**src/hw/rtl/ale_pkg.sv**
```systemverilog
// Shared types and constants of the array list engine.
package ale_pkg;

    localparam int ADDR_MAX_W = 10;

    typedef enum logic [2:0] {
        CMD_PUSH_FRONT = 3'd0,
        CMD_PUSH_BACK  = 3'd1,
        CMD_POP_FRONT  = 3'd2,
        CMD_POP_BACK   = 3'd3,
        CMD_SEARCH     = 3'd4,
        CMD_MODIFY     = 3'd5
    } cmd_t;

    typedef enum logic [1:0] {
        ST_OK     = 2'd0,
        ST_FULL   = 2'd1,
        ST_EMPTY  = 2'd2,
        ST_BADPOS = 2'd3
    } status_t;

    typedef enum logic [2:0] {
        S_IDLE,
        S_UP,
        S_DOWN,
        S_SRCH,
        S_DONE
    } state_t;

    typedef struct packed {
        logic                  we;
        logic [ADDR_MAX_W-1:0] waddr;
        logic [31:0]           wdata;
        logic                  re;
        logic [ADDR_MAX_W-1:0] raddr;
    } mem_req_t;

endpackage

```
**src/hw/rtl/ale_mem.sv**
```systemverilog
// Entry storage of the array list engine: one write port and one registered read port.
module ale_mem #(
    parameter int DEPTH = 16,
    parameter int AW    = 4
) (
    input  logic              clk,
    input  ale_pkg::mem_req_t req,
    output logic [31:0]       rdata
);

    logic [31:0] mem [DEPTH];
    logic [31:0] rdata_reg;

    always_ff @(posedge clk)
    begin
        if (req.we)
        begin
            mem[req.waddr[AW-1:0]] <= req.wdata;
        end
        if (req.re)
        begin
            rdata_reg <= mem[req.raddr[AW-1:0]];
        end
    end

    assign rdata = rdata_reg;

endmodule

```
**src/hw/rtl/ale_ctrl.sv**
```systemverilog
// Command sequencer of the array list engine: shift and search passes, count and result register.
module ale_ctrl #(
    parameter int DEPTH = 16,
    parameter int AW    = 4,
    parameter int CW    = 5
) (
    input  logic                clk,
    input  logic                rst_n,
    input  logic                in_valid,
    output logic                in_ready,
    input  logic [2:0]          command,
    input  logic signed [31:0]  value,
    input  logic [3:0]          position,
    output logic                out_valid,
    input  logic                out_ready,
    output logic [1:0]          status,
    output logic                found,
    output logic [3:0]          found_index,
    output logic [4:0]          item_count,
    output ale_pkg::mem_req_t   req,
    input  logic [31:0]         rdata
);

    localparam int AMW = ale_pkg::ADDR_MAX_W;

    ale_pkg::state_t  state_reg, state_next;
    logic [CW-1:0]    count_reg, count_next;
    logic [CW-1:0]    left_reg, left_next;
    logic [AW-1:0]    idx_reg, idx_next;
    logic [AW-1:0]    dst_reg, dst_next;
    logic             pend_reg, pend_next;
    logic [31:0]      value_reg, value_next;
    ale_pkg::status_t res_status_reg, res_status_next;
    logic             res_found_reg, res_found_next;
    logic [AW-1:0]    res_idx_reg, res_idx_next;
    logic             out_valid_reg, out_valid_next;
    logic [1:0]       out_status_reg, out_status_next;
    logic             out_found_reg, out_found_next;
    logic [3:0]       out_idx_reg, out_idx_next;
    logic [4:0]       out_count_reg, out_count_next;

    logic             full;
    logic             empty;
    logic             hit;
    logic [CW-1:0]    count_m1;
    logic [31:0]      count_ext;
    logic [31:0]      res_idx_ext;

    assign full        = (count_reg == CW'(DEPTH));
    assign empty       = (count_reg == '0);
    assign hit         = pend_reg && (rdata == value_reg);
    assign count_m1    = count_reg - CW'(1);
    assign count_ext   = 32'(count_reg);
    assign res_idx_ext = 32'(res_idx_reg);

    always_ff @(posedge clk or negedge rst_n)
    begin
        if (!rst_n)
        begin
            state_reg     <= ale_pkg::S_IDLE;
            count_reg     <= '0;
            pend_reg      <= 1'b0;
            out_valid_reg <= 1'b0;
        end
        else
        begin
            state_reg     <= state_next;
            count_reg     <= count_next;
            pend_reg      <= pend_next;
            out_valid_reg <= out_valid_next;
        end
    end

    always_ff @(posedge clk)
    begin
        left_reg       <= left_next;
        idx_reg        <= idx_next;
        dst_reg        <= dst_next;
        value_reg      <= value_next;
        res_status_reg <= res_status_next;
        res_found_reg  <= res_found_next;
        res_idx_reg    <= res_idx_next;
        out_status_reg <= out_status_next;
        out_found_reg  <= out_found_next;
        out_idx_reg    <= out_idx_next;
        out_count_reg  <= out_count_next;
    end

    always_comb
    begin
        state_next      = state_reg;
        count_next      = count_reg;
        left_next       = left_reg;
        idx_next        = idx_reg;
        dst_next        = dst_reg;
        pend_next       = pend_reg;
        value_next      = value_reg;
        res_status_next = res_status_reg;
        res_found_next  = res_found_reg;
        res_idx_next    = res_idx_reg;
        out_valid_next  = out_valid_reg;
        out_status_next = out_status_reg;
        out_found_next  = out_found_reg;
        out_idx_next    = out_idx_reg;
        out_count_next  = out_count_reg;
        req             = '0;
        in_ready        = (state_reg == ale_pkg::S_IDLE);

        if (out_valid_reg && out_ready)
        begin
            out_valid_next = 1'b0;
        end

        unique case (state_reg)
            ale_pkg::S_IDLE:
            begin
                if (in_valid)
                begin
                    value_next      = value;
                    res_status_next = ale_pkg::ST_OK;
                    res_found_next  = 1'b0;
                    res_idx_next    = '0;
                    pend_next       = 1'b0;
                    state_next      = ale_pkg::S_DONE;
                    unique case (ale_pkg::cmd_t'(command))
                        ale_pkg::CMD_PUSH_FRONT:
                        begin
                            if (full)
                            begin
                                res_status_next = ale_pkg::ST_FULL;
                            end
                            else
                            begin
                                left_next  = count_reg;
                                idx_next   = count_m1[AW-1:0];
                                state_next = ale_pkg::S_UP;
                            end
                        end
                        ale_pkg::CMD_PUSH_BACK:
                        begin
                            if (full)
                            begin
                                res_status_next = ale_pkg::ST_FULL;
                            end
                            else
                            begin
                                req.we     = 1'b1;
                                req.waddr  = AMW'(count_reg);
                                req.wdata  = value;
                                count_next = count_reg + CW'(1);
                            end
                        end
                        ale_pkg::CMD_POP_FRONT:
                        begin
                            if (empty)
                            begin
                                res_status_next = ale_pkg::ST_EMPTY;
                            end
                            else
                            begin
                                left_next  = count_m1;
                                idx_next   = AW'(1);
                                state_next = ale_pkg::S_DOWN;
                            end
                        end
                        ale_pkg::CMD_POP_BACK:
                        begin
                            if (empty)
                            begin
                                res_status_next = ale_pkg::ST_EMPTY;
                            end
                            else
                            begin
                                count_next = count_m1;
                            end
                        end
                        ale_pkg::CMD_SEARCH:
                        begin
                            left_next  = count_reg;
                            idx_next   = '0;
                            state_next = ale_pkg::S_SRCH;
                        end
                        ale_pkg::CMD_MODIFY:
                        begin
                            if (32'(position) < count_ext)
                            begin
                                req.we    = 1'b1;
                                req.waddr = AMW'(position);
                                req.wdata = value;
                            end
                            else
                            begin
                                res_status_next = ale_pkg::ST_BADPOS;
                            end
                        end
                        default:
                        begin
                            res_status_next = ale_pkg::ST_OK;
                        end
                    endcase
                end
            end
            ale_pkg::S_UP:
            begin
                if (pend_reg)
                begin
                    req.we    = 1'b1;
                    req.waddr = AMW'(dst_reg);
                    req.wdata = rdata;
                end
                if (left_reg != '0)
                begin
                    req.re    = 1'b1;
                    req.raddr = AMW'(idx_reg);
                    pend_next = 1'b1;
                    dst_next  = idx_reg + AW'(1);
                    idx_next  = idx_reg - AW'(1);
                    left_next = left_reg - CW'(1);
                end
                else
                begin
                    pend_next = 1'b0;
                    if (!pend_reg)
                    begin
                        req.we     = 1'b1;
                        req.waddr  = '0;
                        req.wdata  = value_reg;
                        count_next = count_reg + CW'(1);
                        state_next = ale_pkg::S_DONE;
                    end
                end
            end
            ale_pkg::S_DOWN:
            begin
                if (pend_reg)
                begin
                    req.we    = 1'b1;
                    req.waddr = AMW'(dst_reg);
                    req.wdata = rdata;
                end
                if (left_reg != '0)
                begin
                    req.re    = 1'b1;
                    req.raddr = AMW'(idx_reg);
                    pend_next = 1'b1;
                    dst_next  = idx_reg - AW'(1);
                    idx_next  = idx_reg + AW'(1);
                    left_next = left_reg - CW'(1);
                end
                else
                begin
                    pend_next = 1'b0;
                    if (!pend_reg)
                    begin
                        count_next = count_m1;
                        state_next = ale_pkg::S_DONE;
                    end
                end
            end
            ale_pkg::S_SRCH:
            begin
                if (hit)
                begin
                    res_found_next = 1'b1;
                    res_idx_next   = dst_reg;
                    pend_next      = 1'b0;
                    state_next     = ale_pkg::S_DONE;
                end
                else if (left_reg != '0)
                begin
                    req.re    = 1'b1;
                    req.raddr = AMW'(idx_reg);
                    pend_next = 1'b1;
                    dst_next  = idx_reg;
                    idx_next  = idx_reg + AW'(1);
                    left_next = left_reg - CW'(1);
                end
                else
                begin
                    pend_next = 1'b0;
                    if (!pend_reg)
                    begin
                        state_next = ale_pkg::S_DONE;
                    end
                end
            end
            ale_pkg::S_DONE:
            begin
                if (!out_valid_reg || out_ready)
                begin
                    out_valid_next  = 1'b1;
                    out_status_next = res_status_reg;
                    out_found_next  = res_found_reg;
                    out_idx_next    = res_idx_ext[3:0];
                    out_count_next  = count_ext[4:0];
                    state_next      = ale_pkg::S_IDLE;
                end
            end
            default:
            begin
                state_next = ale_pkg::S_IDLE;
            end
        endcase
    end

    assign out_valid   = out_valid_reg;
    assign status      = out_status_reg;
    assign found       = out_found_reg;
    assign found_index = out_idx_reg;
    assign item_count  = out_count_reg;

endmodule

```
**src/hw/rtl/array_list_engine_top.sv**
```systemverilog
// Top level of the array list engine: sequencer and entry storage.
//
// An ordered list of up to DEPTH signed 32-bit words behind a command channel
// and a result channel. Push back, pop back, modify, the unused codes and any
// refused command go from transfer straight to the result state, with no walk.
// Push front, pop front and search walk the stored entries through the single
// read port of the entry memory, one entry per cycle, and a search that matches
// stops early at the matching entry. One command is worked on at a time; a new
// command is taken as soon as the previous one has produced its result, even
// while that result still waits in the output register. After reset the list
// is empty and no memory initialization is needed.
module array_list_engine_top #(
    parameter int DEPTH = 16
) (
    input  logic               clk,
    input  logic               rst_n,
    input  logic               in_valid,
    output logic               in_ready,
    input  logic [2:0]         command,
    input  logic signed [31:0] value,
    input  logic [3:0]         position,
    output logic               out_valid,
    input  logic               out_ready,
    output logic [1:0]         status,
    output logic               found,
    output logic [3:0]         found_index,
    output logic [4:0]         item_count
);

    localparam int AW = (DEPTH > 1) ? $clog2(DEPTH) : 1;
    localparam int CW = $clog2(DEPTH + 1);

    ale_pkg::mem_req_t req;
    logic [31:0]       rdata;

    ale_ctrl #(
        .DEPTH(DEPTH),
        .AW   (AW),
        .CW   (CW)
    ) u_ctrl (
        .clk        (clk),
        .rst_n      (rst_n),
        .in_valid   (in_valid),
        .in_ready   (in_ready),
        .command    (command),
        .value      (value),
        .position   (position),
        .out_valid  (out_valid),
        .out_ready  (out_ready),
        .status     (status),
        .found      (found),
        .found_index(found_index),
        .item_count (item_count),
        .req        (req),
        .rdata      (rdata)
    );

    ale_mem #(
        .DEPTH(DEPTH),
        .AW   (AW)
    ) u_mem (
        .clk  (clk),
        .req  (req),
        .rdata(rdata)
    );

endmodule

```
**config.mk**
```make
export PLATFORM = sky130hd
export DESIGN_NAME = array_list_engine_top
export DESIGN_NICKNAME = d
export VERILOG_FILES = /design/src/hw/rtl/ale_pkg.sv /design/src/hw/rtl/ale_mem.sv /design/src/hw/rtl/ale_ctrl.sv /design/src/hw/rtl/array_list_engine_top.sv
export SDC_FILE = /design/constraint.sdc
export NUM_CORES = 1
export LEC_CHECK = 0
export BUFFER_PORTS_ARGS = -buffer_cell sky130_fd_sc_hd__buf_2
export CAP_MARGIN = 5
export CORE_MARGIN = 3
export CORE_UTILIZATION = 30
export DETAILED_ROUTE_END_ITERATION = 8
export GPL_ROUTABILITY_DRIVEN = 0
export RECOVER_POWER = 25
export SLEW_MARGIN = 20
export SYNTH_ARGS = -nofsm -noshare
export SYNTH_HDL_FRONTEND = slang
export SYNTH_HIERARCHICAL = 1
export SYNTH_SLANG_ARGS = --single-unit
```
**constraint.sdc**
```tcl
create_clock -name clk -period 7.6 [get_ports clk]
set_clock_uncertainty 0.2 [all_clocks]
set_input_delay 1.52 -clock clk [delete_from_list [all_inputs] [get_ports clk]]
set_output_delay 1.52 -clock clk [all_outputs]
set_load 0.01 [all_outputs]
```
==> impl_metrics.py, run 1 <==
metrics = {
    "power": {
        "power_frac_seq_pct": 44.4,
        "p_per_area_nw_per_um2": 322,
        "p_clk_share_pct": 31.4,
        "leakagePower_nw": 8.92,
        "ir_worst_vdd_mv": 0.253,
        "internal_power_mw": 6.49,
        "netSwitchingFraction_pct": 28.4,
        "power.share.combinational_pct": 24.2,
        "power.switching_mw": 2.58,
        "p_total_mw": 9.07,
    },
    "drt": {
        "drc": 0,
        "vias": 12500,
        "drtAntennaViolNets": 0,
        "wl_per_cell_um": 24.1,
        "wirelength_um": 58500,
        "drt_iter0_markers": 1275,
        "firstDrtPassIters": 5,
        "viasPerCell": 5.14,
    },
    "global_route": {
        "grt_usage_pct": 13.6,
        "grt_pass1_wl_um": 87400,
        "met2_usage_pct": 20.7,
        "overflow": 0,
        "antenna_found_initial": 4,
        "grt_use_met3_pct": 3.09,
        "grt-busiest-layer": "met2",
        "first_global_vias": 12800,
        "grtUsageMet1_pct": 19.9,
        "grt_start_max_net_pins": 90,
    },
    "worst_setup_path": {
        "crit_fanout": 69,
        "critPathKind": "flop to flop",
        "critPathCaptureType": "flop",
        "worstPathArrival_ns": 5.56,
        "startpoint_type": "flop",
        "critPathRequiredTime_ns": 7.77,
    },
    "floorplan": {
        "fp-row-count": 104,
        "die_y_um": 292,
        "core_area_um2": 80900,
        "die_area_um2": 85500,
        "die_w_um": 292,
        "pin_count": 57,
        "floorplan.initialDensity_pct": 30.4,
    },
    "run": {
        "drv_cap": 2,
    },
    "cts": {
        "ctsResizeCount": 0,
        "cts_htree_levels": 2,
        "path_clk_slew_ns": 0.07,
        "cts_buffers": 58,
        "cts_root_buf": "clkbuf_16",
        "cts_hold_buf": 0,
        "cts_buffer_depth": 3,
        "clkLatencyLatePin_ns": 0.63,
        "post_cts_buffers": 0,
        "cts_tree": "yes",
        "cts.sinks": 618,
    },
    "synthesis": {
        "synth_cells": 1241,
        "syn-cell-area_um2": 24600,
        "synth_nets": 1293,
        "ys_warn_count": 6,
        "avgSynthCellArea_um2": 19.8,
    },
    "sta": {
        "worst_slew_pin_slew_ns": 2.90,
        "rsz0062_at_grt": "false",
        "slew_headroom_pct": -93.6,
        "setup_ws_ns": 2.21,
        "final-setup-viol-count": 0,
        "final.setup.tns_ns": 0,
        "hold_violations": 0,
        "final_max_slew_viol_count": 54,
        "finalCritPeriodShare_pct": 71.0,
        "achievable-frequency_mhz": 185,
        "period_needed_ns": 5.39,
        "hold_slack_ns": 0.220,
    },
    "finish": {
        "stdcell_count": 2429,
        "area.growth.synth_to_final_pct": 14.6,
        "fin_util_pct": 34.8,
        "largest_register_ff_count": 512,
        "drive_above_1_share_pct": 21.4,
        "final_area_um2": 28200,
        "nets": 1373,
    },
    "place": {
        "place_area_um2": 26400,
        "placement.io_buffers": 56,
        "dp_hpwl_um": 34900,
        "place_ws_ns": 1.63,
        "dp_cells": 2321,
    },
    "worst_hold_path": {
        "hold_path_class": "flop to flop",
    },
    "run_status": {
        "outcome": "finished with violations",
        "violations": "capacitance limit, slew limit",
    },
}
==> cell usage in the layout (no fill, tap or decap), types with 4 or more instances in the layout <==
cell type and instances:
nor3_2 6, clkinvlp_4 6, nor2b_1 5, clkinv_1 10, clkbuf_16 58, a21oi_1 10
dfrtp_1 10, clkbuf_1 55, nor3_1 9, a22o_1 31, inv_1 11, mux4_2 128
buf_2 9, a22oi_1 69, and3_1 5, o22ai_1 4, clkinv_2 16, a21o_1 32
nand2b_1 11, buf_4 24, nor4_1 4, a211oi_1 4, o21ai_0 19, ha_1 9
inv_6 4, xnor2_1 26, nor2_4 15, xor2_1 24, nand4_1 5, bufinv_16 5
nand3_1 9, nand2_1 54, edfxtp_1 608, nor2_1 14, buf_16 5
==> layer usage <==
layer,part of all wire (%),routed length (um)
met1,44,25900
met2,45,26200
met3,8.9,5220
met4,2.0,1200
met5,0.019,11
==> worst max-delay path, stage by stage, from the launching register on <==
cell,delay [ns]
edfxtp_1,0.40
xnor2_1,0.60
nand4_1,0.18
or4_1,0.66
nor3_1,1.08
nor3_2,0.05
buf_4,0.42
buf_4,0.60
mux4_2,0.41
a22oi_1,0.34
nand2_1,0.09
==> final timing paths <==
| kind | startpoint | slack (ns) | cells after the start | end |
|---|---|---|---|---|
| min in group asynchronous | rst_n | 0.70 | 1 | u_ctrl/out_valid |
| worst min-delay path | u_ctrl/res_status_reg[0] | 0.22 | 0 | u_ctrl/status[0] |
| max in group asynchronous | rst_n | 6.08 | 1 | u_ctrl/count_reg[1] |
| worst min register to register | u_ctrl/res_status_reg[0] | 0.22 | 0 | u_ctrl/status[0] |
| worst max-delay path | u_ctrl/value_reg[17] | 2.21 | 10 | u_mem/rdata[11] |
| worst max register to register | u_ctrl/value_reg[17] | 2.21 | 10 | u_mem/rdata[11] |
==> cell type report <==
type	count	area, um2
multi-input cells	543	5870
flip-flops and latches	618	18500
clock buffers	64	1470
repair buffers	88	567
well taps	1060	1330
diodes	2	5.00
fillers	7544	52700
clock inverters	42	394
inverters	12	45.0
==> power groups by stage <==
| stage | Sequential [mW] | Combinational (mW) | Clock, mW |
|---|---|---|---|
| final | 4.03 | 2.19 | 2.85 |
| after CTS | 4.02 | 2.23 | 2.91 |
| after global placement | 4.09 | 2.21 | 0 |
| after floorplan | 4.05 | 1.63 | 0 |
| after global routing | 4.04 | 2.37 | 3.05 |
| after detailed placement | 4.10 | 2.22 | 0 |
(Power assumes the default switching activity.)
==> inputs of run 2 (changes only) <==
==> constraint.sdc (replaced) <==
create_clock -name clk -period 4.4 [get_ports clk]
set_clock_uncertainty 0.2 [all_clocks]
set_input_delay 0.88 -clock clk [delete_from_list [all_inputs] [get_ports clk]]
set_output_delay 0.88 -clock clk [all_outputs]
set_load 0.01 [all_outputs]
==> impl_metrics.py, run 2 (same netlist as run 1, synthesis figures left out) <==
metrics = {
    "floorplan": {
        "die_w_um": 292,
        "floorplan.initialDensity_pct": 30.4,
        "core_area_um2": 80900,
        "die_y_um": 292,
        "die_area_um2": 85500,
        "pin_count": 57,
        "fp-row-count": 104,
    },
    "worst_setup_path": {
        "crit_fanout": 50,
        "critPathKind": "flop to flop",
        "critPathRequiredTime_ns": 4.58,
        "startpoint_type": "flop",
        "rr_worst_depth": 10,
        "critPathCaptureType": "flop",
        "worstPathArrival_ns": 4.20,
    },
    "run": {
        "drv_cap": 0,
    },
    "place": {
        "dp_hpwl_um": 32500,
        "place_area_um2": 26800,
        "place_ws_ns": 0.441,
        "dp_cells": 2337,
        "placement.io_buffers": 56,
    },
    "sta": {
        "final_max_slew_viol_count": 0,
        "worst_slew_pin_slew_ns": 1.38,
        "hold_violations": 0,
        "achievable-frequency_mhz": 248,
        "finalCritPeriodShare_pct": 91.6,
        "slew_headroom_pct": 8.32,
        "final-setup-viol-count": 0,
        "final.setup.tns_ns": 0,
        "period_needed_ns": 4.03,
        "setup_ws_ns": 0.370,
        "rsz0062_at_grt": "false",
    },
    "finish": {
        "final_common_cell": "edfxtp_1",
        "final_cell_mix": "edfxtp_1, mux4_2, a22oi_1",
        "drive_above_1_share_pct": 21.8,
        "largest_register_ff_count": 512,
        "nets": 1391,
        "area.growth.synth_to_final_pct": 16.3,
        "final_area_um2": 28600,
        "stdcell_count": 2449,
    },
    "cts": {
        "cts_buffers": 59,
        "cts_root_buf": "clkbuf_16",
        "path_clk_slew_ns": 0.06,
        "post_cts_buffers": 0,
        "clkLatencyLatePin_ns": 0.65,
        "cts_htree_levels": 2,
        "cts_tree": "yes",
        "cts.sinks": 618,
        "cts_buffer_depth": 3,
        "ctsResizeCount": 0,
    },
    "drt": {
        "wirelength_um": 58800,
        "drtAntennaViolNets": 0,
        "vias": 12500,
        "firstDrtPassIters": 5,
        "viasPerCell": 5.11,
        "drt_iter0_markers": 1417,
        "wl_per_cell_um": 24.0,
        "drc": 0,
    },
    "global_route": {
        "grt_pass1_wl_um": 86200,
        "overflow": 0,
        "grt_start_max_net_pins": 79,
        "antenna_found_initial": 3,
        "first_global_vias": 12700,
        "grt_usage_pct": 13.6,
    },
    "worst_hold_path": {
        "min_path_cells": 1,
        "hold_path_class": "input pin to flop",
    },
    "run_status": {
        "outcome": "complete, no violations",
    },
    "power": {
        "leakagePower_nw": 9.06,
        "p_per_area_nw_per_um2": 555,
        "ir_worst_vdd_mv": 0.523,
    },
}
run 2: timing repair:
| item | 4_1_cts | 5_1_grt |
|---|---|---|
| endpoints found under the hold margin | 10 | 0 |
| setup endpoints to repair | 0 | 0 |
| hold buffers | 1 | 0 |
run 2: cell type report:
| class | instances | area (um2) |
|---|---|---|
| antenna | 2 | 5.00 |
| clock buffer | 69 | 1510 |
| clock inverter | 40 | 438 |
| fill | 7524 | 52300 |
| inverter | 12 | 45.0 |
| multi-input combinational | 543 | 5880 |
| sequential | 618 | 18500 |
| tap | 1060 | 1330 |
| timing repair buffer | 105 | 903 |
run 2: worst paths after layout:
| path | startpoint | to | slack (ns) |
|---|---|---|---|
| setup / recovery | u_ctrl/value_reg[15] | u_mem/rdata[9] | 0.37 |
| hold / removal | value[22] | u_ctrl/value_reg[22] | 0.22 |
| setup reg to reg | u_ctrl/value_reg[15] | u_mem/rdata[9] | 0.37 |
| hold reg to reg | u_ctrl/res_idx_reg[3] | u_ctrl/found_index[3] | 0.22 |
| max in group asynchronous | rst_n | u_ctrl/state_reg[2] | 2.97 |
| min in group asynchronous | rst_n | u_ctrl/state_reg[0] | 0.60 |
run 2: metal layers:
| layer | wire, um | up-vias | GRT usage (%) |
|---|---|---|---|
| met5 | 13 | - | 0 |
| met4 | 1410 | 2 | 4.15 |
| met3 | 4180 | 100 | 2.22 |
| met2 | 27000 | 504 | 20.9 |
| met1 | 26200 | 6590 | 19.9 |
| li1 | - | 5326 | - |
run 2: report_power, final:
| part | internal, mW | switching (mW) | total, mW |
|---|---|---|---|
| sequential | 6.77 | 0.188 | 6.95 |
| combinational | 1.80 | 2.04 | 3.85 |
| clock | 2.89 | 2.19 | 5.08 |
| total | 11.5 | 4.42 | 15.9 |
run 2: worst max-delay path, cell delays in order, from the launching register on:
cell	delay (ns)
edfxtp_1	0.40
xor2_1	0.22
nor4_1	0.68
nand3_1	0.35
nor3_2	0.38
clkbuf_1	0.33
nor3_2	0.14
buf_12	0.22
mux4_2	0.34
a22oi_1	0.35
nand2_1	0.09
run 2: stage by stage:
step / hold WS [ns] / util, % / power, mW
floorplan: 0.200 / - / 9.82
global placement: 0.204 / 33.1 / 10.9
detailed placement: 0.210 / 33.1 / 11.0
CTS: 0.175 / 35.5 / 16.1
global route: 0.192 / 35.4 / 16.6
finish: 0.219 / 35.4 / 15.9
